<file path="src/rtl/qrs_pkg.sv">
package qrs_pkg;

    // word limits
    localparam logic [63:0] WMAX = 64'h7fff_ffff_ffff_ffff;
    localparam logic [63:0] WMIN = 64'h8000_0000_0000_0000;
    localparam logic [63:0] ONE_Q = 64'h0000_0001_0000_0000;

    // result status codes
    localparam logic [1:0] ST_OK = 2'd0;
    localparam logic [1:0] ST_NC = 2'd1;
    localparam logic [1:0] ST_ZD = 2'd2;

    // register indexes on the configuration port
    localparam logic [1:0] REG_TOL = 2'd0;
    localparam logic [1:0] REG_MAXIT = 2'd1;
    localparam logic [1:0] REG_START_U = 2'd2;
    localparam logic [1:0] REG_START_V = 2'd3;

    // register file slots
    localparam logic [4:0] R_C0 = 5'd0;
    localparam logic [4:0] R_C1 = 5'd1;
    localparam logic [4:0] R_C2 = 5'd2;
    localparam logic [4:0] R_C3 = 5'd3;
    localparam logic [4:0] R_C4 = 5'd4;
    localparam logic [4:0] R_U = 5'd5;
    localparam logic [4:0] R_V = 5'd6;
    localparam logic [4:0] R_ONE = 5'd7;
    localparam logic [4:0] R_ZERO = 5'd8;
    localparam logic [4:0] R_P1 = 5'd9;
    localparam logic [4:0] R_P0 = 5'd10;
    localparam logic [4:0] R_R0 = 5'd11;
    localparam logic [4:0] R_R1 = 5'd12;
    localparam logic [4:0] R_R0V = 5'd13;
    localparam logic [4:0] R_R1V = 5'd14;
    localparam logic [4:0] R_R0U = 5'd15;
    localparam logic [4:0] R_R1U = 5'd16;
    localparam logic [4:0] R_DENV = 5'd17;
    localparam logic [4:0] R_DENU = 5'd18;
    localparam logic [4:0] R_T1 = 5'd19;
    localparam logic [4:0] R_T2 = 5'd20;
    localparam logic [4:0] R_DU = 5'd21;
    localparam logic [4:0] R_DV = 5'd22;
    localparam logic [4:0] R_TA = 5'd23;
    localparam logic [4:0] R_TT = 5'd24;
    localparam logic [4:0] R_DISC = 5'd25;
    localparam logic [4:0] R_M = 5'd26;
    localparam logic [4:0] R_N = 5'd27;
    localparam logic [4:0] R_S = 5'd28;

    // result slots sit above the register file
    localparam logic [5:0] OUT_A = 6'd32;
    localparam logic [5:0] OUT_B = 6'd36;

    // program landmarks
    localparam logic [6:0] PC_LOOP = 7'd9;
    localparam logic [6:0] PC_QA = 7'd46;
    localparam logic [6:0] PC_QB = 7'd70;
    localparam logic [6:0] PC_END = 7'd94;
    localparam logic [6:0] PC_NC = 7'd95;
    localparam logic [6:0] PC_ZD = 7'd96;
    localparam logic [6:0] QUAD_LEN = 7'd24;

    typedef enum logic [3:0] {
        OP_LD     = 4'd0,
        OP_ADD    = 4'd1,
        OP_SUB    = 4'd2,
        OP_MUL    = 4'd3,
        OP_DIV    = 4'd4,
        OP_SQRT   = 4'd5,
        OP_JZ2    = 4'd6,
        OP_JNEG   = 4'd7,
        OP_JMP    = 4'd8,
        OP_CHK    = 4'd9,
        OP_TEST   = 4'd10,
        OP_FIN_OK = 4'd11,
        OP_FIN_NC = 4'd12,
        OP_FIN_ZD = 4'd13
    } op_t;

    typedef struct packed {
        op_t        op;
        logic [4:0] ra;
        logic [4:0] rb;
        logic [5:0] dst;
        logic [6:0] tgt;
    } row_t;

    typedef struct packed {
        logic [31:0] tol;
        logic [7:0]  max_it;
        logic [63:0] start_u;
        logic [63:0] start_v;
    } cfg_t;

    typedef struct packed {
        logic        start;
        logic [63:0] a;
        logic [63:0] b;
    } unit_req_t;

    typedef struct packed {
        logic        done;
        logic [63:0] y;
    } unit_rsp_t;

    function automatic logic [63:0] mag(input logic [63:0] a);
        return a[63] ? (~a + 64'd1) : a;
    endfunction

    // sign and saturate a wide magnitude into a word
    function automatic logic [63:0] pack(input logic neg, input logic [95:0] m);
        logic [63:0] limit;
        logic [63:0] v;
        limit = neg ? WMIN : WMAX;
        v = ((|m[95:64]) || (m[63:0] > limit)) ? limit : m[63:0];
        return neg ? (~v + 64'd1) : v;
    endfunction

    function automatic logic [63:0] sat_addsub(input logic [63:0] a, input logic [63:0] b,
                                               input logic sub);
        logic [64:0] s;
        s = sub ? ({a[63], a} - {b[63], b}) : ({a[63], a} + {b[63], b});
        if (s[64] != s[63])
            return s[64] ? WMIN : WMAX;
        return s[63:0];
    endfunction

    function automatic row_t mk(input op_t op, input logic [4:0] ra, input logic [4:0] rb,
                                input logic [5:0] dst, input logic [6:0] tgt);
        row_t r;
        r.op = op;
        r.ra = ra;
        r.rb = rb;
        r.dst = dst;
        r.tgt = tgt;
        return r;
    endfunction

    function automatic logic [5:0] rd(input logic [4:0] r);
        return {1'b0, r};
    endfunction

    // roots of a*x^2+b*x+c into four result slots
    function automatic row_t quad_row(input logic [4:0] k, input logic [4:0] a,
                                      input logic [4:0] b, input logic [4:0] c,
                                      input logic [5:0] o, input logic [6:0] base);
        row_t r;
        case (k)
            5'd0:  r = mk(OP_ADD, a, a, rd(R_TA), 7'd0);
            5'd1:  r = mk(OP_JZ2, R_TA, R_TA, 6'd0, PC_ZD);
            5'd2:  r = mk(OP_MUL, a, c, rd(R_TT), 7'd0);
            5'd3:  r = mk(OP_ADD, R_TT, R_TT, rd(R_TT), 7'd0);
            5'd4:  r = mk(OP_ADD, R_TT, R_TT, rd(R_TT), 7'd0);
            5'd5:  r = mk(OP_MUL, b, b, rd(R_T1), 7'd0);
            5'd6:  r = mk(OP_SUB, R_T1, R_TT, rd(R_DISC), 7'd0);
            5'd7:  r = mk(OP_SUB, R_ZERO, b, rd(R_T1), 7'd0);
            5'd8:  r = mk(OP_DIV, R_T1, R_TA, rd(R_M), 7'd0);
            5'd9:  r = mk(OP_JNEG, R_DISC, R_DISC, 6'd0, base + 7'd17);
            5'd10: r = mk(OP_SQRT, R_DISC, R_DISC, rd(R_S), 7'd0);
            5'd11: r = mk(OP_DIV, R_S, R_TA, rd(R_N), 7'd0);
            5'd12: r = mk(OP_ADD, R_M, R_N, o, 7'd0);
            5'd13: r = mk(OP_ADD, R_ZERO, R_ZERO, o + 6'd1, 7'd0);
            5'd14: r = mk(OP_SUB, R_M, R_N, o + 6'd2, 7'd0);
            5'd15: r = mk(OP_ADD, R_ZERO, R_ZERO, o + 6'd3, 7'd0);
            5'd16: r = mk(OP_JMP, R_ZERO, R_ZERO, 6'd0, base + QUAD_LEN);
            5'd17: r = mk(OP_SUB, R_ZERO, R_DISC, rd(R_T1), 7'd0);
            5'd18: r = mk(OP_SQRT, R_T1, R_T1, rd(R_S), 7'd0);
            5'd19: r = mk(OP_DIV, R_S, R_TA, rd(R_N), 7'd0);
            5'd20: r = mk(OP_ADD, R_M, R_ZERO, o, 7'd0);
            5'd21: r = mk(OP_ADD, R_N, R_ZERO, o + 6'd1, 7'd0);
            5'd22: r = mk(OP_ADD, R_M, R_ZERO, o + 6'd2, 7'd0);
            5'd23: r = mk(OP_SUB, R_ZERO, R_N, o + 6'd3, 7'd0);
            default: r = mk(OP_FIN_ZD, R_ZERO, R_ZERO, 6'd0, 7'd0);
        endcase
        return r;
    endfunction

    // sequencer program: load, the iteration loop, two quadratics, finish
    function automatic row_t prog_row(input logic [6:0] pc);
        row_t r;
        logic [6:0] ka;
        logic [6:0] kb;
        ka = pc - PC_QA;
        kb = pc - PC_QB;
        if (pc < PC_LOOP)
            r = mk(OP_LD, pc[4:0], pc[4:0], rd(pc[4:0]), 7'd0);
        else if (pc >= PC_QA && pc < PC_QB)
            r = quad_row(ka[4:0], R_ONE, R_U, R_V, OUT_A, PC_QA);
        else if (pc >= PC_QB && pc < PC_END)
            r = quad_row(kb[4:0], R_C4, R_P1, R_P0, OUT_B, PC_QB);
        else begin
            case (pc)
                7'd9:  r = mk(OP_CHK, R_ZERO, R_ZERO, 6'd0, PC_NC);
                7'd10: r = mk(OP_MUL, R_U, R_C4, rd(R_T1), 7'd0);
                7'd11: r = mk(OP_SUB, R_C3, R_T1, rd(R_P1), 7'd0);
                7'd12: r = mk(OP_MUL, R_V, R_C4, rd(R_T1), 7'd0);
                7'd13: r = mk(OP_SUB, R_C2, R_T1, rd(R_T1), 7'd0);
                7'd14: r = mk(OP_MUL, R_U, R_P1, rd(R_T2), 7'd0);
                7'd15: r = mk(OP_SUB, R_T1, R_T2, rd(R_P0), 7'd0);
                7'd16: r = mk(OP_MUL, R_V, R_P1, rd(R_T1), 7'd0);
                7'd17: r = mk(OP_SUB, R_C1, R_T1, rd(R_T1), 7'd0);
                7'd18: r = mk(OP_MUL, R_U, R_P0, rd(R_T2), 7'd0);
                7'd19: r = mk(OP_SUB, R_T1, R_T2, rd(R_R0), 7'd0);
                7'd20: r = mk(OP_MUL, R_V, R_P0, rd(R_T1), 7'd0);
                7'd21: r = mk(OP_SUB, R_C0, R_T1, rd(R_R1), 7'd0);
                7'd22: r = mk(OP_MUL, R_U, R_C4, rd(R_T1), 7'd0);
                7'd23: r = mk(OP_SUB, R_T1, R_P1, rd(R_R0V), 7'd0);
                7'd24: r = mk(OP_MUL, R_V, R_C4, rd(R_T1), 7'd0);
                7'd25: r = mk(OP_SUB, R_T1, R_P0, rd(R_R1V), 7'd0);
                7'd26: r = mk(OP_MUL, R_U, R_R0V, rd(R_T1), 7'd0);
                7'd27: r = mk(OP_SUB, R_R1V, R_T1, rd(R_R0U), 7'd0);
                7'd28: r = mk(OP_MUL, R_V, R_R0V, rd(R_T1), 7'd0);
                7'd29: r = mk(OP_SUB, R_ZERO, R_T1, rd(R_R1U), 7'd0);
                7'd30: r = mk(OP_MUL, R_R0V, R_R1U, rd(R_T1), 7'd0);
                7'd31: r = mk(OP_MUL, R_R0U, R_R1V, rd(R_T2), 7'd0);
                7'd32: r = mk(OP_SUB, R_T1, R_T2, rd(R_DENV), 7'd0);
                7'd33: r = mk(OP_SUB, R_T2, R_T1, rd(R_DENU), 7'd0);
                7'd34: r = mk(OP_JZ2, R_DENV, R_DENU, 6'd0, PC_ZD);
                7'd35: r = mk(OP_MUL, R_R0U, R_R1, rd(R_T1), 7'd0);
                7'd36: r = mk(OP_MUL, R_R0, R_R1U, rd(R_T2), 7'd0);
                7'd37: r = mk(OP_SUB, R_T1, R_T2, rd(R_T1), 7'd0);
                7'd38: r = mk(OP_DIV, R_T1, R_DENV, rd(R_DV), 7'd0);
                7'd39: r = mk(OP_MUL, R_R0V, R_R1, rd(R_T1), 7'd0);
                7'd40: r = mk(OP_MUL, R_R0, R_R1V, rd(R_T2), 7'd0);
                7'd41: r = mk(OP_SUB, R_T1, R_T2, rd(R_T1), 7'd0);
                7'd42: r = mk(OP_DIV, R_T1, R_DENU, rd(R_DU), 7'd0);
                7'd43: r = mk(OP_ADD, R_U, R_DU, rd(R_U), 7'd0);
                7'd44: r = mk(OP_ADD, R_V, R_DV, rd(R_V), 7'd0);
                7'd45: r = mk(OP_TEST, R_DU, R_DV, 6'd0, PC_QA);
                7'd94: r = mk(OP_FIN_OK, R_ZERO, R_ZERO, 6'd0, 7'd0);
                7'd95: r = mk(OP_FIN_NC, R_ZERO, R_ZERO, 6'd0, 7'd0);
                default: r = mk(OP_FIN_ZD, R_ZERO, R_ZERO, 6'd0, 7'd0);
            endcase
        end
        return r;
    endfunction

endpackage

</file>
<file path="src/rtl/qrs_sqrt.sv">
module qrs_sqrt (
    input  logic                clk,
    input  logic                rst_n,
    input  qrs_pkg::unit_req_t  req,
    output qrs_pkg::unit_rsp_t  rsp
);

    localparam logic [5:0] STEPS = 6'd48;

    logic        busy_reg;
    logic [5:0]  cnt_reg;
    logic [95:0] x_reg;
    logic [49:0] rem_reg;
    logic [47:0] root_reg;
    logic [51:0] rem2;
    logic [51:0] trial;
    logic        fits;

    // two radicand bits per step
    assign rem2 = {rem_reg, x_reg[95:94]};
    assign trial = {2'b00, root_reg, 2'b01};
    assign fits = rem2 >= trial;

    always_ff @(posedge clk or negedge rst_n)
    begin
        if (!rst_n)
        begin
            busy_reg <= 1'b0;
            cnt_reg <= 6'd0;
        end
        else if (req.start)
        begin
            busy_reg <= 1'b1;
            cnt_reg <= 6'd0;
        end
        else if (busy_reg)
        begin
            if (cnt_reg == STEPS)
                busy_reg <= 1'b0;
            else
                cnt_reg <= cnt_reg + 6'd1;
        end
    end

    always_ff @(posedge clk)
    begin
        if (req.start)
        begin
            x_reg <= {qrs_pkg::mag(req.a), 32'd0};
            rem_reg <= 50'd0;
            root_reg <= 48'd0;
        end
        else if (busy_reg && cnt_reg != STEPS)
        begin
            x_reg <= {x_reg[93:0], 2'b00};
            rem_reg <= fits ? 50'(rem2 - trial) : rem2[49:0];
            root_reg <= {root_reg[46:0], fits};
        end
    end

    assign rsp.done = busy_reg && (cnt_reg == STEPS);
    assign rsp.y = {16'd0, root_reg};

endmodule

</file>
<file path="config.mk">
export PLATFORM = sky130hd
export DESIGN_NAME = qrs_sqrt
export DESIGN_NICKNAME = d
export VERILOG_FILES = /design/src/rtl/qrs_pkg.sv /design/src/rtl/qrs_sqrt.sv
export SDC_FILE = /design/constraint.sdc
export NUM_CORES = 1
export LEC_CHECK = 0
export ABC_AREA = 1
export BUFFER_PORTS_ARGS = -buffer_cell sky130_fd_sc_hd__buf_4
export CAP_MARGIN = 30
export CELL_PAD_IN_SITES_DETAIL_PLACEMENT = 1
export CELL_PAD_IN_SITES_GLOBAL_PLACEMENT = 1
export CORE_MARGIN = 2
export CORE_UTILIZATION = 37
export CTS_CLUSTER_DIAMETER = 120
export DETAILED_ROUTE_END_ITERATION = 16
export HOLD_SLACK_MARGIN = 0.12
export PLACE_DENSITY = 0.9
export REMOVE_ABC_BUFFERS = 1
export SYNTH_ARGS = -nofsm -noshare
export SYNTH_HDL_FRONTEND = slang
export SYNTH_SLANG_ARGS = --single-unit
</file>
<file path="constraint.sdc">
create_clock -name clk -period 3.5 [get_ports clk]
set_input_delay 0.35 -clock clk [delete_from_list [all_inputs] [get_ports clk]]
set_output_delay 0.35 -clock clk [all_outputs]
set_load 0.05 [all_outputs]
</file>
==> metrics.yaml, run 1 <==
syn_inst: 2174
hold_viol: 0
power_density_nw_per_um2: 819
final_cell_mix: "715 x nand2_1, 380 x inv_1, 214 x nor2_1"
rows: 69
coreArea_um2: 35600
ant_nets: 0
grt_first_pass_wirelength_um: 76500
grt_pass1_vias: 15100
clock_latency_ns: 0.47
busiest_layer: "met2"
syn_area_um2: 13400
finClkSkew_ns: 0.0158
gr-usage-met2_pct: 45.4
rsz0062_at_grt: "false"
p_comb_share_pct: 63.0
ys_seq_area_share_pct: 30.3
required_ns: 3.86
slew_headroom_pct: 54.9
h-tree-depth: 4
wl_per_cell_um: 16.9
fmax_mhz: 365
fin_nets: 2449
cts.sinks: 169
finalWirelength_um: 46300
die_width_um: 194
cp_slowest_cell: "ha_1"
p_clk_share_pct: 16.2
arrival_ns: 3.10
setup_violations: 0
grtUsageMet1_pct: 29.6
worstPathCellList: "inv_1, ha_1, nand2_1, nor2_2, inv_2, nor2_2, nand2_1, nor2_1, nand2_2, nand3_2, buf_12, nand3_1, nand3_1, nand2_1"
crit_type: "reg2reg"
path_common_cell: "nand2_1"
clk_pin_slew_ns: 0.07
die_area_um2: 37700
synth_edf_count: 64
drc_errors: 0
crit_path_max_incr_delay_ns: 0.38
period_minus_slack_ns: 2.74
cts_root_buf: "clkbuf_16"
layout_commonest_cell: "nand2_1"
ys_warn_count: 0
grt_usage_pct: 24.9
status: "finished clean"
synthArstFlopShare_pct: 4.14
dp_hpwl_um: 36800
ir_worst_vdd_uv: 604
drv_cap: 0
cts_buffer_depth: 2
largest_register_ffs: 64
fin_crit_sh_pct: 78.3
diodes: 0
grt_overflow: 0
cts_tree: "built"
hold_slack_ns: 0.163
dieHeight_um: 194
portBuffers: 115
fin_util_pct: 43.0
worst_slew_pin_slew_ns: 0.671
use_met3_pct: 4.05
p_int_uw: 6010
vias: 14300
io_pins: 196
start_util_pct: 37.7
postSynthAreaPerCell_um2: 6.16
drt-initial-drc-count: 651
cts_resized: 0
switching_share_pct: 52.1
first_pass_iters: 5
synthToLayoutAreaGrowth_pct: 14.2
layout-drive-gt1-share_pct: 8.78
synth.distinct_cells: 43
grt_max_degree: 57
vias_per_cell: 5.21
cp-end-kind: "register"
crit_path_max_fanout: 56
hold_path_class: "in2reg"
synth-main-ff-cell: "dfxtp_1"
routabilityCongestion: 0.963
leakage_uw: 0.00771
antenna_found_initial: 0
crit_path_start_kind: "register"
synth-seq-cells: 169
numCtsBuffers: 17
final_max_slew_viol_count: 0
p_switching_uw: 6530
pwr-share-seq_pct: 20.8
cell type report:
| class | count | area [um2] |
|---|---|---|
| Inverter | 392 | 1470 |
| Clock inverter | 13 | 145 |
| Multi-Input combinational cell | 1549 | 7530 |
| Fill cell | 4827 | 20300 |
| Timing Repair Buffer | 136 | 1050 |
| Sequential cell | 169 | 4060 |
| Tap cell | 461 | 577 |
| Clock buffer | 19 | 464 |
power groups by stage:
stage | clock, uW | sequential, uW | combinational, uW
after floorplan | 0 | 2630 | 5480
after global placement | 0 | 2620 | 7520
after detailed placement | 0 | 2640 | 7810
after CTS | 2060 | 2600 | 7900
after global routing | 2120 | 2640 | 8940
final | 2030 | 2600 | 7900
path summary, 6_finish.rpt:
path                                           start                  endpoint  slack [ns]  cells after the start
setup / recovery           root_reg[24]$_SDFFE_PP0P_  rem_reg[45]$_SDFFE_PP0P_        0.76                     14
hold / removal                               req[64]   x_reg[32]$_SDFFCE_PN0P_        0.16                      3
setup reg to reg           root_reg[24]$_SDFFE_PP0P_  rem_reg[45]$_SDFFE_PP0P_        0.76                     14
hold reg to reg             rem_reg[49]$_SDFFE_PP0P_  rem_reg[49]$_SDFFE_PP0P_        0.46                      2
max in group asynchronous                      rst_n    cnt_reg[1]$_DFFE_PN0P_        3.16                      2
min in group asynchronous                      rst_n    cnt_reg[4]$_DFFE_PN0P_        0.22                      2
synthesized netlist by cell type, drive strengths merged (2+ instances only):
| cell type | count | share of area [%] |
|---|---|---|
| dfxtp | 98 | 15 |
| inv | 390 | 11 |
| ha | 53 | 5.0 |
| xor2 | 37 | 2.4 |
| edfxtp | 64 | 14 |
| o21ai | 78 | 2.9 |
| nand2 | 717 | 20 |
| nor3 | 18 | 0.67 |
| dfrtp | 7 | 1.3 |
| nor2 | 229 | 6.7 |
| o21bai | 6 | 0.34 |
| nand3b | 10 | 0.56 |
| nor3b | 2 | 0.11 |
| nand4 | 70 | 3.4 |
| a21oi | 40 | 1.6 |
| buf | 30 | 1.6 |
| a31oi | 29 | 1.4 |
| xnor2 | 27 | 1.8 |
| o22ai | 48 | 2.2 |
| clkbuf | 49 | 1.4 |
| nand3 | 157 | 6.0 |
| nor4 | 5 | 0.23 |
| clkinv | 2 | 0.056 |
critical path, delay by kind of cell (launching register included):
kind	cells	cell delay, ns
and+or+nand+nor	10	1.46
buffers and inverters	3	0.38
adders and majority gates	1	0.38
DFF	1	0.33
through the flow:
stage | cell area (um2) | setup WS (ns) | total power, uW | std cells | TNS (ns)
after floorplan | 13100 | -2.01 | 8110 | 2110 | -253.72
after global placement | 14700 | 0.907 | 10100 | 2706 | 0
after detailed placement | 14700 | 0.820 | 10500 | 2706 | 0
after CTS | 15300 | 0.809 | 12600 | 2739 | 0
after global routing | 15300 | 0.509 | 13700 | 2739 | 0
final | 15300 | 0.759 | 12500 | 2739 | 0
logic make-up (layout without fill, tap and decap cells):
| logic type | after synthesis | after routing | share of synthesized area [%] |
|---|---|---|---|
| buf+inv | 471 | 560 | 13.9 |
| xor+xnor | 64 | 64 | 4.18 |
| compound gates | 206 | 206 | 8.73 |
| flops | 169 | 169 | 30.3 |
| fa+ha+maj | 53 | 53 | 4.95 |
| other cells | 1 | 16 | 0.0280 |
| simple gates | 1210 | 1210 | 37.9 |
layer usage:
| layer | vias to the layer above | wire [um] |
|---|---|---|
| li1 | 7022 | - |
| met1 | 6892 | 20000 |
| met2 | 275 | 23300 |
| met3 | 77 | 1780 |
| met4 | 0 | 1250 |
| met5 | - | 0 |
what timing repair did:
| action | CTS | global route |
|---|---|---|
| hold buffers | 1 | 0 |
| setup endpoints to repair | 0 | 0 |
| setup buffers | 0 | 0 |
| endpoints found under the hold margin | 7 | 0 |
Note: power is estimated with default switching activity, not from simulation.
==> run 2: changes to the inputs <==
==> constraint.sdc (replaced) <==
create_clock -name clk -period 2.3 [get_ports clk]
set_input_delay 0.23 -clock clk [delete_from_list [all_inputs] [get_ports clk]]
set_output_delay 0.23 -clock clk [all_outputs]
set_load 0.05 [all_outputs]
==> run 2 against run 1 <==
The run now ends with setup timing left. Utilization rose by 8.5 points. Combinational power rose by 130%. First-iteration DRC count rose by 48%. Critical endpoint is now rem_reg[46]$_SDFFE_PP0P_. Largest cell class unchanged.
==> metrics.yaml, run 2 (same netlist as run 1, synthesis figures left out) <==
multi_input_area_um2: 8770  # +16%
wl_per_cell_um: 20.7  # +23%
fmax_mhz: 396  # +8.5%
period_minus_slack_ns: 2.53  # -0.215 ns
synthToLayoutAreaGrowth_pct: 36.8
numCtsBuffers: 17  # unchanged
finClkSkew_ns: 0.0222  # +0.00642 ns
drv_cap: 0  # unchanged
setup_violations: 40  # +40
crit_path_start_kind: "register"
clock_latency_ns: 0.49  # +0.02 ns
violations: "setup timing"
antenna_found_initial: 0  # unchanged
crit_path_max_fanout: 3  # -95%
die_area_um2: 37700  # unchanged
vias: 16000  # +12%
ant_nets: 0  # unchanged
fin_util_pct: 51.5  # +8.5 points
cts_tree: "built"
dp_hpwl_um: 41100  # +12%
post-place-ws_ns: -0.130  # -0.950 ns
drt-initial-drc-count: 961  # +48%
portBuffers: 115  # unchanged
grt_usage_pct: 27.6  # +2.7 points
grt_max_degree: 48  # -16%
grt_pass1_vias: 16400  # +8.5%
required_ns: 2.72  # -1.14 ns
dieHeight_um: 194  # unchanged
fin_crit_sh_pct: 110  # +32 points
first_pass_iters: 5  # unchanged
startpoint: "root_reg[26]$_SDFFE_PP0P_"
n_fill_cell: 4626  # -4.2%
hold_viol: 0  # unchanged
regArea_um2: 4110  # +1.4%
layout-drive-gt1-share_pct: 27.5  # +19 points
rsz0062_at_grt: "true"
layout_commonest_cell: "nand2_1"
leakage_uw: 0.00892  # +16%
coreArea_um2: 35600  # unchanged
finalWorstSetupSlack_ns: -0.226  # -0.985 ns
largest_register_ffs: 64  # unchanged
r2r_start: "root_reg[26]$_SDFFE_PP0P_"
finalWirelength_um: 60800  # +31%
drc_errors: 0  # unchanged
cts_buffer_depth: 2  # unchanged
power_density_nw_per_um2: 1400  # +71%
rrSetupSlack_ns: -0.23  # -0.99 ns
hold_path_class: "in2reg"
min-delay-start: "req[79]"
die_width_um: 194  # unchanged
cts.sinks: 169  # unchanged
status: "complete, but fails checks"
grt_overflow: 0  # unchanged
clk_pin_slew_ns: 0.08  # about the same
grt_first_pass_wirelength_um: 83400  # +9.0%
ir_worst_vdd_uv: 993  # +65%
start_util_pct: 37.7  # unchanged
final_max_slew_viol_count: 0  # unchanged
crit_type: "reg2reg"
routabilityCongestion: 0.951  # -1.3%
diodes: 0  # unchanged
h-tree-depth: 4  # unchanged
arrival_ns: 2.95  # -0.15 ns
vias_per_cell: 5.46  # +4.8%
final_cell_mix: "632 x nand2_1, 334 x inv_1, 302 x buf_4"
cts_root_buf: "clkbuf_16"
rows: 69  # unchanged
io_pins: 196  # unchanged
cp-end-kind: "register"
fin_nets: 2644  # +8.0%
## run 2: cell types whose count changed in the layout (fill, tap and decap cells not counted), sizes merged
| cell | before | now |
|---|---|---|
| buf | 135 | 321 |
| clkbuf | 19 | 26 |
| dlygate4sd3 | 1 | 4 |
| inv | 399 | 397 |
| clkinvlp | 0 | 1 |
## run 2: critical path, stage by stage, from the launching register on
cell and delay, ns:
dfxtp_2 0.33, inv_1 0.06, ha_1 0.33, nand2_1 0.16
buf_4 0.18, nor2_1 0.23, nand2_1 0.16, nor2_1 0.16
inv_1 0.05, nor2_1 0.08, nand2_1 0.14, nand3_1 0.15
nand2_1 0.08, nand3_1 0.13, nand3_1 0.13, nand2_1 0.08
## run 2: where the power goes
group / switching, uW / internal [uW] / leakage [uW] / total (uW)
combinational: 11300 / 7160 / 0.00703 / 18400
sequential: 484 / 3670 / 0.00160 / 4150
clock: 1510 / 1610 / 0.000293 / 3120
## run 2: worst paths after layout
path,depth (start not counted),to
max,15,rem_reg[46]$_SDFFE_PP0P_
min,3,x_reg[47]$_DFFE_PP_
max reg2reg,15,rem_reg[46]$_SDFFE_PP0P_
min reg2reg,2,rem_reg[48]$_SDFFE_PP0P_
max in group asynchronous,3,busy_reg$_DFF_PN0_
min in group asynchronous,3,cnt_reg[5]$_DFFE_PN0P_
## run 2: final cells by class
cell class,instances,area share (%)
tap,461,3.15
timing repair buffer,331,15.2
multi-input combinational,1549,47.9
clock inverter,12,0.806
clock buffer,20,2.50
inverter,392,8.06
sequential,169,22.4
## run 2: layer usage
layer	vias to the layer above	track usage (%)	share of wire, %
met5	-	0	0
met4	0	14.5	5.4
met3	228	3.81	4.6
met2	607	50.1	51
met1	7776	31.3	39
li1	7411	-	-
## run 2: what timing repair did
action                                  CTS  global route
hold buffers                              4             0
endpoints found under the setup margin   46            51
endpoints found under the hold margin     9             0
setup buffers                             2            18
cloned                                    0             6
pin swaps                                 6            46
gates resized for setup                  48           293
## run 2: per-stage QoR
step | instance area (um2) | power [uW] | instances | hold slack [ns] | TNS, ns
finish | 18300 | 25700 | 2934 | 0.123 | -2.39
global route | 18300 | 27100 | 2934 | 0.138 | -7.44
CTS | 16900 | 21500 | 2911 | 0.124 | -0.00100
detailed placement | 16000 | 17800 | 2873 | 0.0487 | -1.29
global placement | 16000 | 17200 | 2873 | 0.0422 | -0.00487
floorplan | 13100 | 12300 | 2110 | -0.0656 | -450.52
