**src/rtl/qrs_pkg.sv**
```systemverilog
package qrs_pkg;

    // word limits
    localparam logic [63:0] WMAX = 64'h7fff_ffff_ffff_ffff;
    localparam logic [63:0] WMIN = 64'h8000_0000_0000_0000;
    localparam logic [63:0] ONE_Q = 64'h0000_0001_0000_0000;

    // result status codes
    localparam logic [1:0] ST_OK = 2'd0;
    localparam logic [1:0] ST_NC = 2'd1;
    localparam logic [1:0] ST_ZD = 2'd2;

    // register indexes on the configuration port
    localparam logic [1:0] REG_TOL = 2'd0;
    localparam logic [1:0] REG_MAXIT = 2'd1;
    localparam logic [1:0] REG_START_U = 2'd2;
    localparam logic [1:0] REG_START_V = 2'd3;

    // register file slots
    localparam logic [4:0] R_C0 = 5'd0;
    localparam logic [4:0] R_C1 = 5'd1;
    localparam logic [4:0] R_C2 = 5'd2;
    localparam logic [4:0] R_C3 = 5'd3;
    localparam logic [4:0] R_C4 = 5'd4;
    localparam logic [4:0] R_U = 5'd5;
    localparam logic [4:0] R_V = 5'd6;
    localparam logic [4:0] R_ONE = 5'd7;
    localparam logic [4:0] R_ZERO = 5'd8;
    localparam logic [4:0] R_P1 = 5'd9;
    localparam logic [4:0] R_P0 = 5'd10;
    localparam logic [4:0] R_R0 = 5'd11;
    localparam logic [4:0] R_R1 = 5'd12;
    localparam logic [4:0] R_R0V = 5'd13;
    localparam logic [4:0] R_R1V = 5'd14;
    localparam logic [4:0] R_R0U = 5'd15;
    localparam logic [4:0] R_R1U = 5'd16;
    localparam logic [4:0] R_DENV = 5'd17;
    localparam logic [4:0] R_DENU = 5'd18;
    localparam logic [4:0] R_T1 = 5'd19;
    localparam logic [4:0] R_T2 = 5'd20;
    localparam logic [4:0] R_DU = 5'd21;
    localparam logic [4:0] R_DV = 5'd22;
    localparam logic [4:0] R_TA = 5'd23;
    localparam logic [4:0] R_TT = 5'd24;
    localparam logic [4:0] R_DISC = 5'd25;
    localparam logic [4:0] R_M = 5'd26;
    localparam logic [4:0] R_N = 5'd27;
    localparam logic [4:0] R_S = 5'd28;

    // result slots sit above the register file
    localparam logic [5:0] OUT_A = 6'd32;
    localparam logic [5:0] OUT_B = 6'd36;

    // program landmarks
    localparam logic [6:0] PC_LOOP = 7'd9;
    localparam logic [6:0] PC_QA = 7'd46;
    localparam logic [6:0] PC_QB = 7'd70;
    localparam logic [6:0] PC_END = 7'd94;
    localparam logic [6:0] PC_NC = 7'd95;
    localparam logic [6:0] PC_ZD = 7'd96;
    localparam logic [6:0] QUAD_LEN = 7'd24;

    typedef enum logic [3:0] {
        OP_LD     = 4'd0,
        OP_ADD    = 4'd1,
        OP_SUB    = 4'd2,
        OP_MUL    = 4'd3,
        OP_DIV    = 4'd4,
        OP_SQRT   = 4'd5,
        OP_JZ2    = 4'd6,
        OP_JNEG   = 4'd7,
        OP_JMP    = 4'd8,
        OP_CHK    = 4'd9,
        OP_TEST   = 4'd10,
        OP_FIN_OK = 4'd11,
        OP_FIN_NC = 4'd12,
        OP_FIN_ZD = 4'd13
    } op_t;

    typedef struct packed {
        op_t        op;
        logic [4:0] ra;
        logic [4:0] rb;
        logic [5:0] dst;
        logic [6:0] tgt;
    } row_t;

    typedef struct packed {
        logic [31:0] tol;
        logic [7:0]  max_it;
        logic [63:0] start_u;
        logic [63:0] start_v;
    } cfg_t;

    typedef struct packed {
        logic        start;
        logic [63:0] a;
        logic [63:0] b;
    } unit_req_t;

    typedef struct packed {
        logic        done;
        logic [63:0] y;
    } unit_rsp_t;

    function automatic logic [63:0] mag(input logic [63:0] a);
        return a[63] ? (~a + 64'd1) : a;
    endfunction

    // sign and saturate a wide magnitude into a word
    function automatic logic [63:0] pack(input logic neg, input logic [95:0] m);
        logic [63:0] limit;
        logic [63:0] v;
        limit = neg ? WMIN : WMAX;
        v = ((|m[95:64]) || (m[63:0] > limit)) ? limit : m[63:0];
        return neg ? (~v + 64'd1) : v;
    endfunction

    function automatic logic [63:0] sat_addsub(input logic [63:0] a, input logic [63:0] b,
                                               input logic sub);
        logic [64:0] s;
        s = sub ? ({a[63], a} - {b[63], b}) : ({a[63], a} + {b[63], b});
        if (s[64] != s[63])
            return s[64] ? WMIN : WMAX;
        return s[63:0];
    endfunction

    function automatic row_t mk(input op_t op, input logic [4:0] ra, input logic [4:0] rb,
                                input logic [5:0] dst, input logic [6:0] tgt);
        row_t r;
        r.op = op;
        r.ra = ra;
        r.rb = rb;
        r.dst = dst;
        r.tgt = tgt;
        return r;
    endfunction

    function automatic logic [5:0] rd(input logic [4:0] r);
        return {1'b0, r};
    endfunction

    // roots of a*x^2+b*x+c into four result slots
    function automatic row_t quad_row(input logic [4:0] k, input logic [4:0] a,
                                      input logic [4:0] b, input logic [4:0] c,
                                      input logic [5:0] o, input logic [6:0] base);
        row_t r;
        case (k)
            5'd0:  r = mk(OP_ADD, a, a, rd(R_TA), 7'd0);
            5'd1:  r = mk(OP_JZ2, R_TA, R_TA, 6'd0, PC_ZD);
            5'd2:  r = mk(OP_MUL, a, c, rd(R_TT), 7'd0);
            5'd3:  r = mk(OP_ADD, R_TT, R_TT, rd(R_TT), 7'd0);
            5'd4:  r = mk(OP_ADD, R_TT, R_TT, rd(R_TT), 7'd0);
            5'd5:  r = mk(OP_MUL, b, b, rd(R_T1), 7'd0);
            5'd6:  r = mk(OP_SUB, R_T1, R_TT, rd(R_DISC), 7'd0);
            5'd7:  r = mk(OP_SUB, R_ZERO, b, rd(R_T1), 7'd0);
            5'd8:  r = mk(OP_DIV, R_T1, R_TA, rd(R_M), 7'd0);
            5'd9:  r = mk(OP_JNEG, R_DISC, R_DISC, 6'd0, base + 7'd17);
            5'd10: r = mk(OP_SQRT, R_DISC, R_DISC, rd(R_S), 7'd0);
            5'd11: r = mk(OP_DIV, R_S, R_TA, rd(R_N), 7'd0);
            5'd12: r = mk(OP_ADD, R_M, R_N, o, 7'd0);
            5'd13: r = mk(OP_ADD, R_ZERO, R_ZERO, o + 6'd1, 7'd0);
            5'd14: r = mk(OP_SUB, R_M, R_N, o + 6'd2, 7'd0);
            5'd15: r = mk(OP_ADD, R_ZERO, R_ZERO, o + 6'd3, 7'd0);
            5'd16: r = mk(OP_JMP, R_ZERO, R_ZERO, 6'd0, base + QUAD_LEN);
            5'd17: r = mk(OP_SUB, R_ZERO, R_DISC, rd(R_T1), 7'd0);
            5'd18: r = mk(OP_SQRT, R_T1, R_T1, rd(R_S), 7'd0);
            5'd19: r = mk(OP_DIV, R_S, R_TA, rd(R_N), 7'd0);
            5'd20: r = mk(OP_ADD, R_M, R_ZERO, o, 7'd0);
            5'd21: r = mk(OP_ADD, R_N, R_ZERO, o + 6'd1, 7'd0);
            5'd22: r = mk(OP_ADD, R_M, R_ZERO, o + 6'd2, 7'd0);
            5'd23: r = mk(OP_SUB, R_ZERO, R_N, o + 6'd3, 7'd0);
            default: r = mk(OP_FIN_ZD, R_ZERO, R_ZERO, 6'd0, 7'd0);
        endcase
        return r;
    endfunction

    // sequencer program: load, the iteration loop, two quadratics, finish
    function automatic row_t prog_row(input logic [6:0] pc);
        row_t r;
        logic [6:0] ka;
        logic [6:0] kb;
        ka = pc - PC_QA;
        kb = pc - PC_QB;
        if (pc < PC_LOOP)
            r = mk(OP_LD, pc[4:0], pc[4:0], rd(pc[4:0]), 7'd0);
        else if (pc >= PC_QA && pc < PC_QB)
            r = quad_row(ka[4:0], R_ONE, R_U, R_V, OUT_A, PC_QA);
        else if (pc >= PC_QB && pc < PC_END)
            r = quad_row(kb[4:0], R_C4, R_P1, R_P0, OUT_B, PC_QB);
        else begin
            case (pc)
                7'd9:  r = mk(OP_CHK, R_ZERO, R_ZERO, 6'd0, PC_NC);
                7'd10: r = mk(OP_MUL, R_U, R_C4, rd(R_T1), 7'd0);
                7'd11: r = mk(OP_SUB, R_C3, R_T1, rd(R_P1), 7'd0);
                7'd12: r = mk(OP_MUL, R_V, R_C4, rd(R_T1), 7'd0);
                7'd13: r = mk(OP_SUB, R_C2, R_T1, rd(R_T1), 7'd0);
                7'd14: r = mk(OP_MUL, R_U, R_P1, rd(R_T2), 7'd0);
                7'd15: r = mk(OP_SUB, R_T1, R_T2, rd(R_P0), 7'd0);
                7'd16: r = mk(OP_MUL, R_V, R_P1, rd(R_T1), 7'd0);
                7'd17: r = mk(OP_SUB, R_C1, R_T1, rd(R_T1), 7'd0);
                7'd18: r = mk(OP_MUL, R_U, R_P0, rd(R_T2), 7'd0);
                7'd19: r = mk(OP_SUB, R_T1, R_T2, rd(R_R0), 7'd0);
                7'd20: r = mk(OP_MUL, R_V, R_P0, rd(R_T1), 7'd0);
                7'd21: r = mk(OP_SUB, R_C0, R_T1, rd(R_R1), 7'd0);
                7'd22: r = mk(OP_MUL, R_U, R_C4, rd(R_T1), 7'd0);
                7'd23: r = mk(OP_SUB, R_T1, R_P1, rd(R_R0V), 7'd0);
                7'd24: r = mk(OP_MUL, R_V, R_C4, rd(R_T1), 7'd0);
                7'd25: r = mk(OP_SUB, R_T1, R_P0, rd(R_R1V), 7'd0);
                7'd26: r = mk(OP_MUL, R_U, R_R0V, rd(R_T1), 7'd0);
                7'd27: r = mk(OP_SUB, R_R1V, R_T1, rd(R_R0U), 7'd0);
                7'd28: r = mk(OP_MUL, R_V, R_R0V, rd(R_T1), 7'd0);
                7'd29: r = mk(OP_SUB, R_ZERO, R_T1, rd(R_R1U), 7'd0);
                7'd30: r = mk(OP_MUL, R_R0V, R_R1U, rd(R_T1), 7'd0);
                7'd31: r = mk(OP_MUL, R_R0U, R_R1V, rd(R_T2), 7'd0);
                7'd32: r = mk(OP_SUB, R_T1, R_T2, rd(R_DENV), 7'd0);
                7'd33: r = mk(OP_SUB, R_T2, R_T1, rd(R_DENU), 7'd0);
                7'd34: r = mk(OP_JZ2, R_DENV, R_DENU, 6'd0, PC_ZD);
                7'd35: r = mk(OP_MUL, R_R0U, R_R1, rd(R_T1), 7'd0);
                7'd36: r = mk(OP_MUL, R_R0, R_R1U, rd(R_T2), 7'd0);
                7'd37: r = mk(OP_SUB, R_T1, R_T2, rd(R_T1), 7'd0);
                7'd38: r = mk(OP_DIV, R_T1, R_DENV, rd(R_DV), 7'd0);
                7'd39: r = mk(OP_MUL, R_R0V, R_R1, rd(R_T1), 7'd0);
                7'd40: r = mk(OP_MUL, R_R0, R_R1V, rd(R_T2), 7'd0);
                7'd41: r = mk(OP_SUB, R_T1, R_T2, rd(R_T1), 7'd0);
                7'd42: r = mk(OP_DIV, R_T1, R_DENU, rd(R_DU), 7'd0);
                7'd43: r = mk(OP_ADD, R_U, R_DU, rd(R_U), 7'd0);
                7'd44: r = mk(OP_ADD, R_V, R_DV, rd(R_V), 7'd0);
                7'd45: r = mk(OP_TEST, R_DU, R_DV, 6'd0, PC_QA);
                7'd94: r = mk(OP_FIN_OK, R_ZERO, R_ZERO, 6'd0, 7'd0);
                7'd95: r = mk(OP_FIN_NC, R_ZERO, R_ZERO, 6'd0, 7'd0);
                default: r = mk(OP_FIN_ZD, R_ZERO, R_ZERO, 6'd0, 7'd0);
            endcase
        end
        return r;
    endfunction

endpackage

```
**src/rtl/qrs_div.sv**
```systemverilog
module qrs_div (
    input  logic                clk,
    input  logic                rst_n,
    input  qrs_pkg::unit_req_t  req,
    output qrs_pkg::unit_rsp_t  rsp
);

    localparam logic [6:0] STEPS = 7'd96;

    logic        busy_reg;
    logic [6:0]  cnt_reg;
    logic [95:0] num_reg;
    logic [95:0] q_reg;
    logic [63:0] r_reg;
    logic [63:0] d_reg;
    logic        neg_reg;
    logic [64:0] r2;
    logic        fits;

    // restoring step, one quotient bit
    assign r2 = {r_reg, num_reg[95]};
    assign fits = r2 >= {1'b0, d_reg};

    always_ff @(posedge clk or negedge rst_n)
    begin
        if (!rst_n)
        begin
            busy_reg <= 1'b0;
            cnt_reg <= 7'd0;
        end
        else if (req.start)
        begin
            busy_reg <= 1'b1;
            cnt_reg <= 7'd0;
        end
        else if (busy_reg)
        begin
            if (cnt_reg == STEPS)
                busy_reg <= 1'b0;
            else
                cnt_reg <= cnt_reg + 7'd1;
        end
    end

    always_ff @(posedge clk)
    begin
        if (req.start)
        begin
            num_reg <= {qrs_pkg::mag(req.a), 32'd0};
            d_reg <= qrs_pkg::mag(req.b);
            neg_reg <= req.a[63] ^ req.b[63];
            r_reg <= 64'd0;
            q_reg <= 96'd0;
        end
        else if (busy_reg && cnt_reg != STEPS)
        begin
            num_reg <= {num_reg[94:0], 1'b0};
            q_reg <= {q_reg[94:0], fits};
            r_reg <= fits ? 64'(r2 - {1'b0, d_reg}) : r2[63:0];
        end
    end

    assign rsp.done = busy_reg && (cnt_reg == STEPS);
    assign rsp.y = qrs_pkg::pack(neg_reg, q_reg);

endmodule

```
**config.mk**
```make
export PLATFORM = sky130hd
export DESIGN_NAME = qrs_div
export DESIGN_NICKNAME = d
export VERILOG_FILES = /design/src/rtl/qrs_pkg.sv /design/src/rtl/qrs_div.sv
export SDC_FILE = /design/constraint.sdc
export NUM_CORES = 1
export LEC_CHECK = 0
export ABC_AREA = 0
export BUFFER_PORTS_ARGS = -buffer_cell sky130_fd_sc_hd__buf_4
export CAP_MARGIN = 10
export CORE_ASPECT_RATIO = 1.1
export CORE_MARGIN = 2
export CORE_UTILIZATION = 60
export DETAILED_ROUTE_END_ITERATION = 16
export GPL_ROUTABILITY_DRIVEN = 0
export PLACE_DENSITY_LB_ADDON = 0.08
export SYNTH_ARGS = -nofsm -noshare
export SYNTH_HDL_FRONTEND = slang
export SYNTH_SLANG_ARGS = --single-unit
```
**constraint.sdc**
```tcl
create_clock -name clk -period 18 [get_ports clk]
set_input_delay 4.5 -clock clk [delete_from_list [all_inputs] [get_ports clk]]
set_output_delay 4.5 -clock clk [all_outputs]
set_load 0.05 [all_outputs]
```
==> results.md, run 1 <==
- The run finished with clean final reports.
- The global-route wire length before repair is 90.2 mm.
- The layout-stage area growth over the synthesis result is 13.2%.
- CTS placed an instance of sky130_fd_sc_hd__clkbuf_16 at the clock tree root.
- After detailed routing, the total wire length is 55.2 mm.
- The clock arrives with 18.5 ps of skew.
- Dividing the detail-routed wire length by the instance count gives 17.0 um.
- At the pin with the least slew margin, the transition time is 1050 ps.
- Across all register-to-register paths, the minimum setup slack is 12,950 ps.
- Post-CTS timing repair inserted 0 buffers for setup.
- The average cell area after synthesis is 7.94 um2.
- In this run, synthesis produced a sequential element count of 297.
- The count of cells in the finished layout, fillers not included, comes to 3,240.
- For this design the total switching power over the nets is 1.23 mW.
- For this design, the CTS-stage hold fixing added 0 buffers.
- In this run, the combinational gates consume 46.2% of the power.
- At the later pin of the worst-skew pair, clock insertion delay measures 540 ps.
- The clock tree from TritonCTS is built.
- The initial antenna violation count is 0.
- The number of global-route vias before repair is 18,600.
- The number of violations reported at the end of detailed-routing iteration 0 is 1,922.
- The total die area is 37,100 um2.
- Derived from the worst setup path, the maximum achievable clock frequency is 0.0855 GHz.
- The quantity of gates resized following cts is 0.
- The total number of yosys warnings is 0.
- sky130_fd_sc_hd__edfxtp_1 takes more of the synthesized area than any other cell.
- The number of max-cap violations is 0.
- Entering global routing, the biggest net connects 179 pins.
- Along the worst path, the maximum fanout reaches 74.
- Counting distinct cell types in the post-synthesis netlist gives 80.
- The number of failing hold endpoints at the final stage is 0.
- For the worst flop-to-flop path, the logic depth is 13.
- The count of buffers added on input and output ports is 195.
- Summed over its instances, the top area cell type makes up 18.1% of the synthesized netlist area.
- The worst hold path was traced through 2 stages.
- The power density over cell area is 125 nW/um2.
- In this run the most critical hold path is launched from q_reg[76].
- After the last flow step, the layout net total stands at 3,036.
- Counting flops with a built-in enable in the synthesized netlist gives 129.
- The vertical extent of the die is 202 um.
- The headroom to the max-slew limit is 29.9%.
- Summing all multi-input logic gate instances after layout gives 13,200 um2.
- The finished cells cover 24,200 um2.
- CTS saw 297 sinks.
- Summing internal, switching and leakage power gives 3.03 mW.
- Synthesis handed over a netlist of 2,688 instances.
- 0 antenna diodes ended up in the layout.
- The row count is 72.
- Using the TritonRoute via totals, the vias-per-cell ratio works out to 6.25.
- In this run the critical register-to-register path is captured at r_reg[59].
- Counting the fill cells in the layout gives 2,955.
- The summed negative setup slack over all endpoints is 0 ps.
- The worst register-to-register path begins at d_reg[1].
- The fraction of synthesis flops using an asynchronous set or reset pin is 2.69%.
- The first detailed-routing pass took 6 iterations.
- Across every metal layer, demand over resource in global routing totals 29.0%.
- Sorting the synthesized cells by area gives the leading types as sky130_fd_sc_hd__edfxtp_1 18%, sky130_fd_sc_hd__dfxtp_1 15%, sky130_fd_sc_hd__ha_1 7.8%.
- The width of the die is 184 um.
- The core region is 35,100 um2.
- The clock-pin slew on the worst setup and hold paths is 60 ps.
- When the netlist entered floorplanning its net count stood at 2,953.
- At the worst endpoint, the required time is 13,500 ps.
- The clock passes through at most 3 buffers.
- The startpoint type of the worst setup path is a flip-flop.
- The placed instances occupy a cell area of 22,900 um2.
- The setup path with the least slack is of type reg -> out.
- For this run the aggregate overflow at the end of global routing stands at 0.
- For this run, design rule violations remaining after detail routing come to 0.
- In this run, the clock network consumes 24.8% of the power.
- The register with the most flip-flops in the layout has 96 of them.
- Cell internal power was estimated by the tool at 1.80 mW.
- The initial utilization of the core area, before any placement, comes to 60.7%.
- The type of the tightest min-delay check is reg -> reg.
- The register cell area after layout is 7280 um2.
- The worst setup slack before clock tree synthesis is 6990 ps.
- STA classifies the critical path endpoint as an output port.
- The static leakage is 10.2 nW.
- The number of max-slew violations in the final report is 0.
- For hold timing, the worst endpoint is q_reg[77].
- The combined area of all synthesized cells is 21,300 um2.
- The count of endpoints failing setup in the final report is 0.
- Among all flip-flop cells after synthesis, the most frequent one is sky130_fd_sc_hd__dfxtp_1.
- The share of cells above drive strength 1 is 11.0%.
- Cells fill 68.8% of the core in the end.
- The sequential area share after synthesis is 34.1%.
- The total via count after detailed routing is 20,200.
- The HPWL reported at the end of detailed placement is 39.1 mm.
- The minimum hold slack is 471 ps.
- Sequential cells burn 29.0% of the power.
- The number of placed instances, taps included, is 3,178.
- Once detail routing completed, the nets flagged for antenna violations numbered 0.
- Setup repair after global routing left no endpoint under its margin.
- The slack of the critical path is 6310 ps.
- The count of boundary I/O pins is 196.
- Subtracting the final worst setup slack from the clock period gives 11,690 ps.
- At the worst endpoint, the arrival time is 7190 ps.
- The period utilization is 65.0%.
- Net switching is 40.5% of the power.
- IR analysis of the VDD net gives a maximum drop of 0.0000769 V.
- The H-tree level count is 2.
- The clock buffer count from CTS is 35.
[cell families (layout without fill, tap and decap cells)]
family | count (synthesis) | count (layout) | share of synthesized area [%]
simple gates | 1025 | 1025 | 22.3
compound gates | 769 | 769 | 22.5
flops | 297 | 297 | 34.1
buf+inv | 254 | 362 | 4.51
xor+xnor | 192 | 192 | 7.88
fa+ha+maj | 134 | 134 | 7.89
mux | 17 | 17 | 0.815
[power by group through the flow]
| stage | Sequential (mW) | Combinational (mW) | Clock [mW] |
|---|---|---|---|
| final | 0.879 | 1.40 | 0.749 |
| after CTS | 0.878 | 1.38 | 0.762 |
| after global placement | 0.888 | 1.35 | 0 |
| after global routing | 0.891 | 1.53 | 0.791 |
| after floorplan | 0.872 | 1.06 | 0 |
| after detailed placement | 0.890 | 1.37 | 0 |
[cells in the mapped netlist (5+ instances only)]
library cell and number:
sky130_fd_sc_hd__nand2_1 366, sky130_fd_sc_hd__a21oi_1 319, sky130_fd_sc_hd__nor2_1 273, sky130_fd_sc_hd__dfxtp_1 160, sky130_fd_sc_hd__clkbuf_1 149, sky130_fd_sc_hd__ha_1 133
sky130_fd_sc_hd__o21ai_0 133, sky130_fd_sc_hd__edfxtp_1 129, sky130_fd_sc_hd__xor2_1 98, sky130_fd_sc_hd__xnor2_1 94, sky130_fd_sc_hd__nor3_1 93, sky130_fd_sc_hd__inv_1 91
sky130_fd_sc_hd__a211oi_1 66, sky130_fd_sc_hd__nand3_1 49, sky130_fd_sc_hd__o31ai_1 42, sky130_fd_sc_hd__or3_1 40, sky130_fd_sc_hd__a21o_1 38, sky130_fd_sc_hd__nor4_1 37
sky130_fd_sc_hd__nand4_1 36, sky130_fd_sc_hd__or4_1 30, sky130_fd_sc_hd__o41ai_1 24, sky130_fd_sc_hd__or2_2 19, sky130_fd_sc_hd__a31oi_1 17, sky130_fd_sc_hd__nand2b_1 15
sky130_fd_sc_hd__nor2b_1 15, sky130_fd_sc_hd__mux2i_1 14, sky130_fd_sc_hd__o311ai_0 14, sky130_fd_sc_hd__o21bai_1 13, sky130_fd_sc_hd__o211ai_1 12, sky130_fd_sc_hd__buf_1 11
sky130_fd_sc_hd__and3_1 10, sky130_fd_sc_hd__o21a_1 10, sky130_fd_sc_hd__and2_1 8, sky130_fd_sc_hd__dfrtp_1 8, sky130_fd_sc_hd__a221oi_1 7, sky130_fd_sc_hd__a211o_1 6
sky130_fd_sc_hd__nor3b_1 6, sky130_fd_sc_hd__o22ai_1 6, sky130_fd_sc_hd__o31a_1 6, sky130_fd_sc_hd__a21boi_0 5, sky130_fd_sc_hd__o211a_1 5
[critical path: stages, from the launching register on]
cell                       delay (ps)
sky130_fd_sc_hd__edfxtp_1         320
sky130_fd_sc_hd__buf_4            610
sky130_fd_sc_hd__buf_4            560
sky130_fd_sc_hd__ha_1             220
sky130_fd_sc_hd__nand4_1          110
sky130_fd_sc_hd__nor3_1           300
sky130_fd_sc_hd__nand3_1          190
sky130_fd_sc_hd__o31a_1           340
sky130_fd_sc_hd__o211ai_1         260
sky130_fd_sc_hd__a21o_1           180
sky130_fd_sc_hd__buf_4            420
sky130_fd_sc_hd__nand2_1          160
sky130_fd_sc_hd__o21ai_0          160
sky130_fd_sc_hd__ha_1             680
sky130_fd_sc_hd__nand3_1          110
sky130_fd_sc_hd__or2_2            370
sky130_fd_sc_hd__nand2b_1         180
sky130_fd_sc_hd__mux2_2           350
sky130_fd_sc_hd__a21oi_1          450
sky130_fd_sc_hd__nand2_1           90
sky130_fd_sc_hd__a221oi_1         280
sky130_fd_sc_hd__buf_4            250
[how the worst max path moves through the flow]
| stage | cells after the start | endpoint | slack, ps | start |
|---|---|---|---|---|
| after global placement | 21 | rsp[26] | 7220 | neg_reg |
| after global routing | 20 | rsp[52] | 5840 | neg_reg |
| after CTS | 21 | rsp[26] | 6390 | neg_reg |
| after detailed placement | 21 | rsp[26] | 6990 | neg_reg |
| final | 21 | rsp[26] | 6310 | neg_reg |
| after floorplan | 21 | rsp[44] | 6150 | neg_reg |
[area by class of cell]
cell class / instances / share of cell area [%]
inverters: 92 / 1.43
repair buffers: 208 / 6.55
clock buffers: 49 / 4.36
multi-input cells: 2137 / 54.4
well taps: 444 / 2.30
flip-flops and latches: 297 / 30.1
clock inverters: 13 / 0.803
[placed cells by master (no fill, tap or decap), types with 8 or more instances in the layout]
cell,netlist,routed
sky130_fd_sc_hd__or4_1,30,30
sky130_fd_sc_hd__or2_2,19,19
sky130_fd_sc_hd__nor4_1,37,37
sky130_fd_sc_hd__o21bai_1,13,13
sky130_fd_sc_hd__nand4_1,36,36
sky130_fd_sc_hd__buf_4,0,206
sky130_fd_sc_hd__o21a_1,10,10
sky130_fd_sc_hd__a21o_1,38,38
sky130_fd_sc_hd__xnor2_1,94,94
sky130_fd_sc_hd__nand2b_1,15,15
sky130_fd_sc_hd__nand2_1,366,365
sky130_fd_sc_hd__a21oi_1,319,318
sky130_fd_sc_hd__dfxtp_1,160,160
sky130_fd_sc_hd__edfxtp_1,129,129
sky130_fd_sc_hd__ha_1,133,133
sky130_fd_sc_hd__nor3_1,93,93
sky130_fd_sc_hd__inv_1,91,91
sky130_fd_sc_hd__o311ai_0,14,14
sky130_fd_sc_hd__nor2_1,273,273
sky130_fd_sc_hd__o41ai_1,24,24
sky130_fd_sc_hd__mux2i_1,14,14
sky130_fd_sc_hd__nand3_1,49,49
sky130_fd_sc_hd__clkbuf_16,0,39
sky130_fd_sc_hd__dfrtp_1,8,8
sky130_fd_sc_hd__and3_1,10,10
sky130_fd_sc_hd__a31oi_1,17,16
sky130_fd_sc_hd__nor2b_1,15,15
sky130_fd_sc_hd__xor2_1,98,98
sky130_fd_sc_hd__o21ai_0,133,133
sky130_fd_sc_hd__a211oi_1,66,66
sky130_fd_sc_hd__and2_1,8,8
sky130_fd_sc_hd__o31ai_1,42,42
sky130_fd_sc_hd__or3_1,40,40
sky130_fd_sc_hd__o211ai_1,12,12
[layer usage]
layer	GRT usage, %	routed length, um	vias to the layer above
met5	0	0	-
met4	11.5	2200	0
met3	3.89	3890	174
met2	48.0	25800	807
met1	38.5	23300	9336
li1	-	-	9918
(Power assumes the default switching activity.)
==> inputs of run 2 (changes only) <==
==> constraint.sdc (replaced) <==
create_clock -name clk -period 12.1 [get_ports clk]
set_input_delay 3.025 -clock clk [delete_from_list [all_inputs] [get_ports clk]]
set_output_delay 3.025 -clock clk [all_outputs]
set_load 0.05 [all_outputs]
==> results.md, run 2 (same netlist as run 1, synthesis figures left out) <==
- The per-cell routed wire length is 17.1 um (+0.36%).
- The number of buffers added on ports is 195 (unchanged).
- The area growth from synthesis to layout is 13.0%.
- The part of the power in registers is 29.2% (+0.2 points).
- The count of placed standard cells in the final layout, fillers left out came to 3,238 (-0.062%).
- The critical path goes through buf_12, clkinv_1, buf_4, ha_1, nor2b_1, o211ai_1, a211oi_1, nor4_1, o31a_1, o211ai_1, a21o_1, nand2_1, o21ai_0, ha_1, nand3_1, or2_2, nand2b_1, mux2_2, a21oi_1, nand2_1, a221oi_1, buf_4.
- The summed negative setup slack over all endpoints is 0 ps (unchanged).
- The total via count after detailed routing is 20,200 (-0.13%).
- The switching fraction of total power is 40.9% (+0.35 points).
- The count of buffers added by post-CTS timing repair for setup is 0 (unchanged).
- The critical register-to-register path startpoint is d_reg[1].
- The worst setup path is of the reg -> out kind.
- The count of endpoints failing setup in the final report came to 0 (unchanged).
- The number of violations reported at the end of detailed-routing iteration 0 is 1,657 (-14%).
- The antenna violation net count after detailed routing came to 0 (unchanged).
- The type of the tightest min-delay check is reg -> reg.
- The total instance count after detailed placement was 3,176 (-0.063%).
- The count of buffer and inverter cells on the critical path is 4 (unchanged).
- The first-pass detailed-route iteration total is 13 (+7).
- The switching component of the power is 1.83 mW (+49%).
- The slew at the pin closest to its max-slew limit is 1090 ps (+35.7 ps).
- The internal power is 2.65 mW (+47%).
- The vertical extent of the die is 202 um (unchanged).
- The number of failing hold endpoints at the final stage came to 0 (unchanged).
- The overall power is 4.48 mW (+48%).
- The flip-flop count of the largest register, all copies and words added is 96 (unchanged).
- The number of buffers added to fix hold violations after cts was 0 (unchanged).
- The width of the die is 184 um (unchanged).
- The cell at the root of the clock tree is sky130_fd_sc_hd__clkbuf_16.
- The worst setup skew after layout is 15.3 ps (-3.26 ps).
- The kind of end point of the critical path is an output port.
- The upper clock frequency limit is 0.102 GHz.
- The routed design could run at a clock period as short as 9780 ps.
- The met1 routing resource usage after global routing is 38.4% (-0.055 points).
- The static leakage was 10.1 nW (-0.21%).
- The met3 track demand over resource in global routing came to 4.31% (+0.41 points).
- For this design, the slowest cell found on the critical path is sky130_fd_sc_hd__ha_1.
- Setup repair after global routing left no endpoint under its margin.
- The required time reported for the critical path endpoint is 9070 ps (-4430 ps).
- The number of global-route vias before repair is 18,700 (+0.72%).
- The data arrival time of the critical path came to 6750 ps (-440 ps).
- The total routing usage reported by global routing is 29.2% (+0.17 points).
- The cell class contributing the biggest share of worst-path delay is compound AO/OA/AOI/OAI gates.
- TritonCTS built the clock tree.
- The internal reg-to-reg setup slack came to 6920 ps (-6030 ps).
- The number of filler cells placed in the layout is 2,950 (-0.17%).
- The quantity of gates resized following cts is 0 (unchanged).
- The number of clock sinks is 297 (unchanged).
- The maximum count of clock buffers along a single path is 3 (unchanged).
- The period utilization is 80.8%.
- The overall routed net length came to 55.3 mm (+0.30%).
- The clock buffer count from CTS is 34 (-2.9%).
- The maximum cell stage delay along the critical path is 660 ps (-20 ps).
- The leading cell type in the layout, fill and taps excluded is sky130_fd_sc_hd__nand2_1.
- The HPWL reported at the end of detailed placement came to 38.7 mm (-1.1%).
- The total congestion overflow is 0 (unchanged).
- The headroom to the max-slew limit was 27.6% (-2.4 points).
- The row count is 72 (unchanged).
- STA classifies the critical path startpoint as a flip-flop.
- The clock-pin slew on the worst setup and hold paths is 60 ps (about the same).
- The share of cells above drive strength 1 is 11.0% (-0.028 points).
- The highest net fanout along the worst path is 125 (+69%).
- The initial antenna violation count is 0 (unchanged).
- The worst hold path startpoint is q_reg[95].
- The combinational cell fraction of total power is 46.6% (+0.4 points).
- The global-route wire length before repair is 90.7 mm (+0.56%).
- The layout net count came to 3,033 (-0.099%).
- For hold timing, the worst endpoint is q_reg[95].
- The number of remaining DRC errors is 0 (unchanged).
- The maximum number of pins on one net before global-route repair is 179 (unchanged).
- The total die area is 37,100 um2 (unchanged).
- The depth of the worst hold-timing path is 2 (unchanged).
- The endpoint of the worst-slack reg-to-reg timing path is r_reg[59].
- The H-tree level count came to 2 (unchanged).
- The count of boundary I/O pins is 196 (unchanged).
- The number of cells on the worst reg-to-reg path is 13 (unchanged).
- The global-route track usage on met2 is 48.0% (-0.067 points).
- The routed via count divided by cell count is 6.24 (about the same).
- The share of the core filled with cells is 68.6% (-0.14 points).
- The clock latency on the worst-skew pair is 530 ps (about the same).
- The placeable core region is 35,100 um2 (unchanged).
- The power density over cell area is 186 nW/um2 (+48%).
- The starting density of the core is 60.7% (unchanged).
- The peak ir drop on the vdd network is 0.000123 V (+60%).
- The clock group share of total power is 24.2% (-0.6 points).
- The flow ran to the end, and the final reports show no timing, DRC or antenna violations.
- The number of antenna cells inserted came to 0 (unchanged).
- The global routing stage identified its most utilized layer as met2.
- The slack of the critical path is 2320 ps (-3980 ps).
- The number of max-cap violations is 0 (unchanged).
- The worst setup slack before clock tree synthesis was 3030 ps (-3950 ps).
- The number of max-slew violations in the final report was 0 (unchanged).
- In the layout the commonest cells are 365 x sky130_fd_sc_hd__nand2_1, 318 x sky130_fd_sc_hd__a21oi_1, 273 x sky130_fd_sc_hd__nor2_1, 202 x sky130_fd_sc_hd__buf_4, 160 x sky130_fd_sc_hd__dfxtp_1.
[run 2: changes by cell type in the layout (fill, tap and decap cells not counted), moves of 2 or more]
cell	change
sky130_fd_sc_hd__buf_4	-4
sky130_fd_sc_hd__buf_12	+2
sky130_fd_sc_hd__clkbuf_16	-4
sky130_fd_sc_hd__clkinv_4	+3
[run 2: power by group through the flow]
stage	registers, mW	clock network [mW]	logic [mW]
2_1_floorplan	1.30	0	1.58
3_3_place_gp	1.32	0	2.01
3_5_place_dp	1.32	0	2.04
4_1_cts	1.31	1.11	2.06
5_1_grt	1.33	1.15	2.28
6_report	1.31	1.09	2.09
[run 2: layer usage]
metal	wire, um	vias to the layer above
met2	25800	753
met4	2240	0
li1	-	9936
met3	3630	183
met1	23700	9337
met5	0	-
[run 2: metrics by stage]
stage	hold slack (ps)	area [um2]
floorplan	437	21300
global placement	442	22900
detailed placement	447	22900
CTS	455	24100
global route	485	24100
finish	457	24100
[run 2: worst register-to-register path, cell delays in order, from the launching register on]
cell and delay, ps:
sky130_fd_sc_hd__edfxtp_1 440, sky130_fd_sc_hd__inv_1 80, sky130_fd_sc_hd__ha_1 230, sky130_fd_sc_hd__nor2b_1 150
sky130_fd_sc_hd__o31a_1 280, sky130_fd_sc_hd__or3_1 370, sky130_fd_sc_hd__a21oi_1 320, sky130_fd_sc_hd__o31a_1 270
sky130_fd_sc_hd__o21a_1 240, sky130_fd_sc_hd__o211ai_1 230, sky130_fd_sc_hd__a221oi_4 950, sky130_fd_sc_hd__buf_4 910
sky130_fd_sc_hd__nor2_1 210, sky130_fd_sc_hd__a2111oi_0 400
[run 2: worst max path at each step]
stage               cells past startpoint     from      end  slack, ps
floorplan                              21  neg_reg  rsp[44]       1730
global placement                       21  neg_reg  rsp[26]       3260
detailed placement                     22  neg_reg  rsp[26]       3030
CTS                                    22  neg_reg  rsp[26]       2420
global route                           22  neg_reg  rsp[30]       1810
finish                                 22  neg_reg  rsp[26]       2320
[run 2: area by class of cell]
class	instances	area, um2	share of cell area (%)
Clock inverter	18	239	0.991
Timing Repair Buffer	206	1590	6.60
Sequential cell	297	7280	30.2
Clock buffer	44	950	3.94
Multi-Input combinational cell	2137	13200	54.6
Tap cell	444	556	2.30
Inverter	92	345	1.43
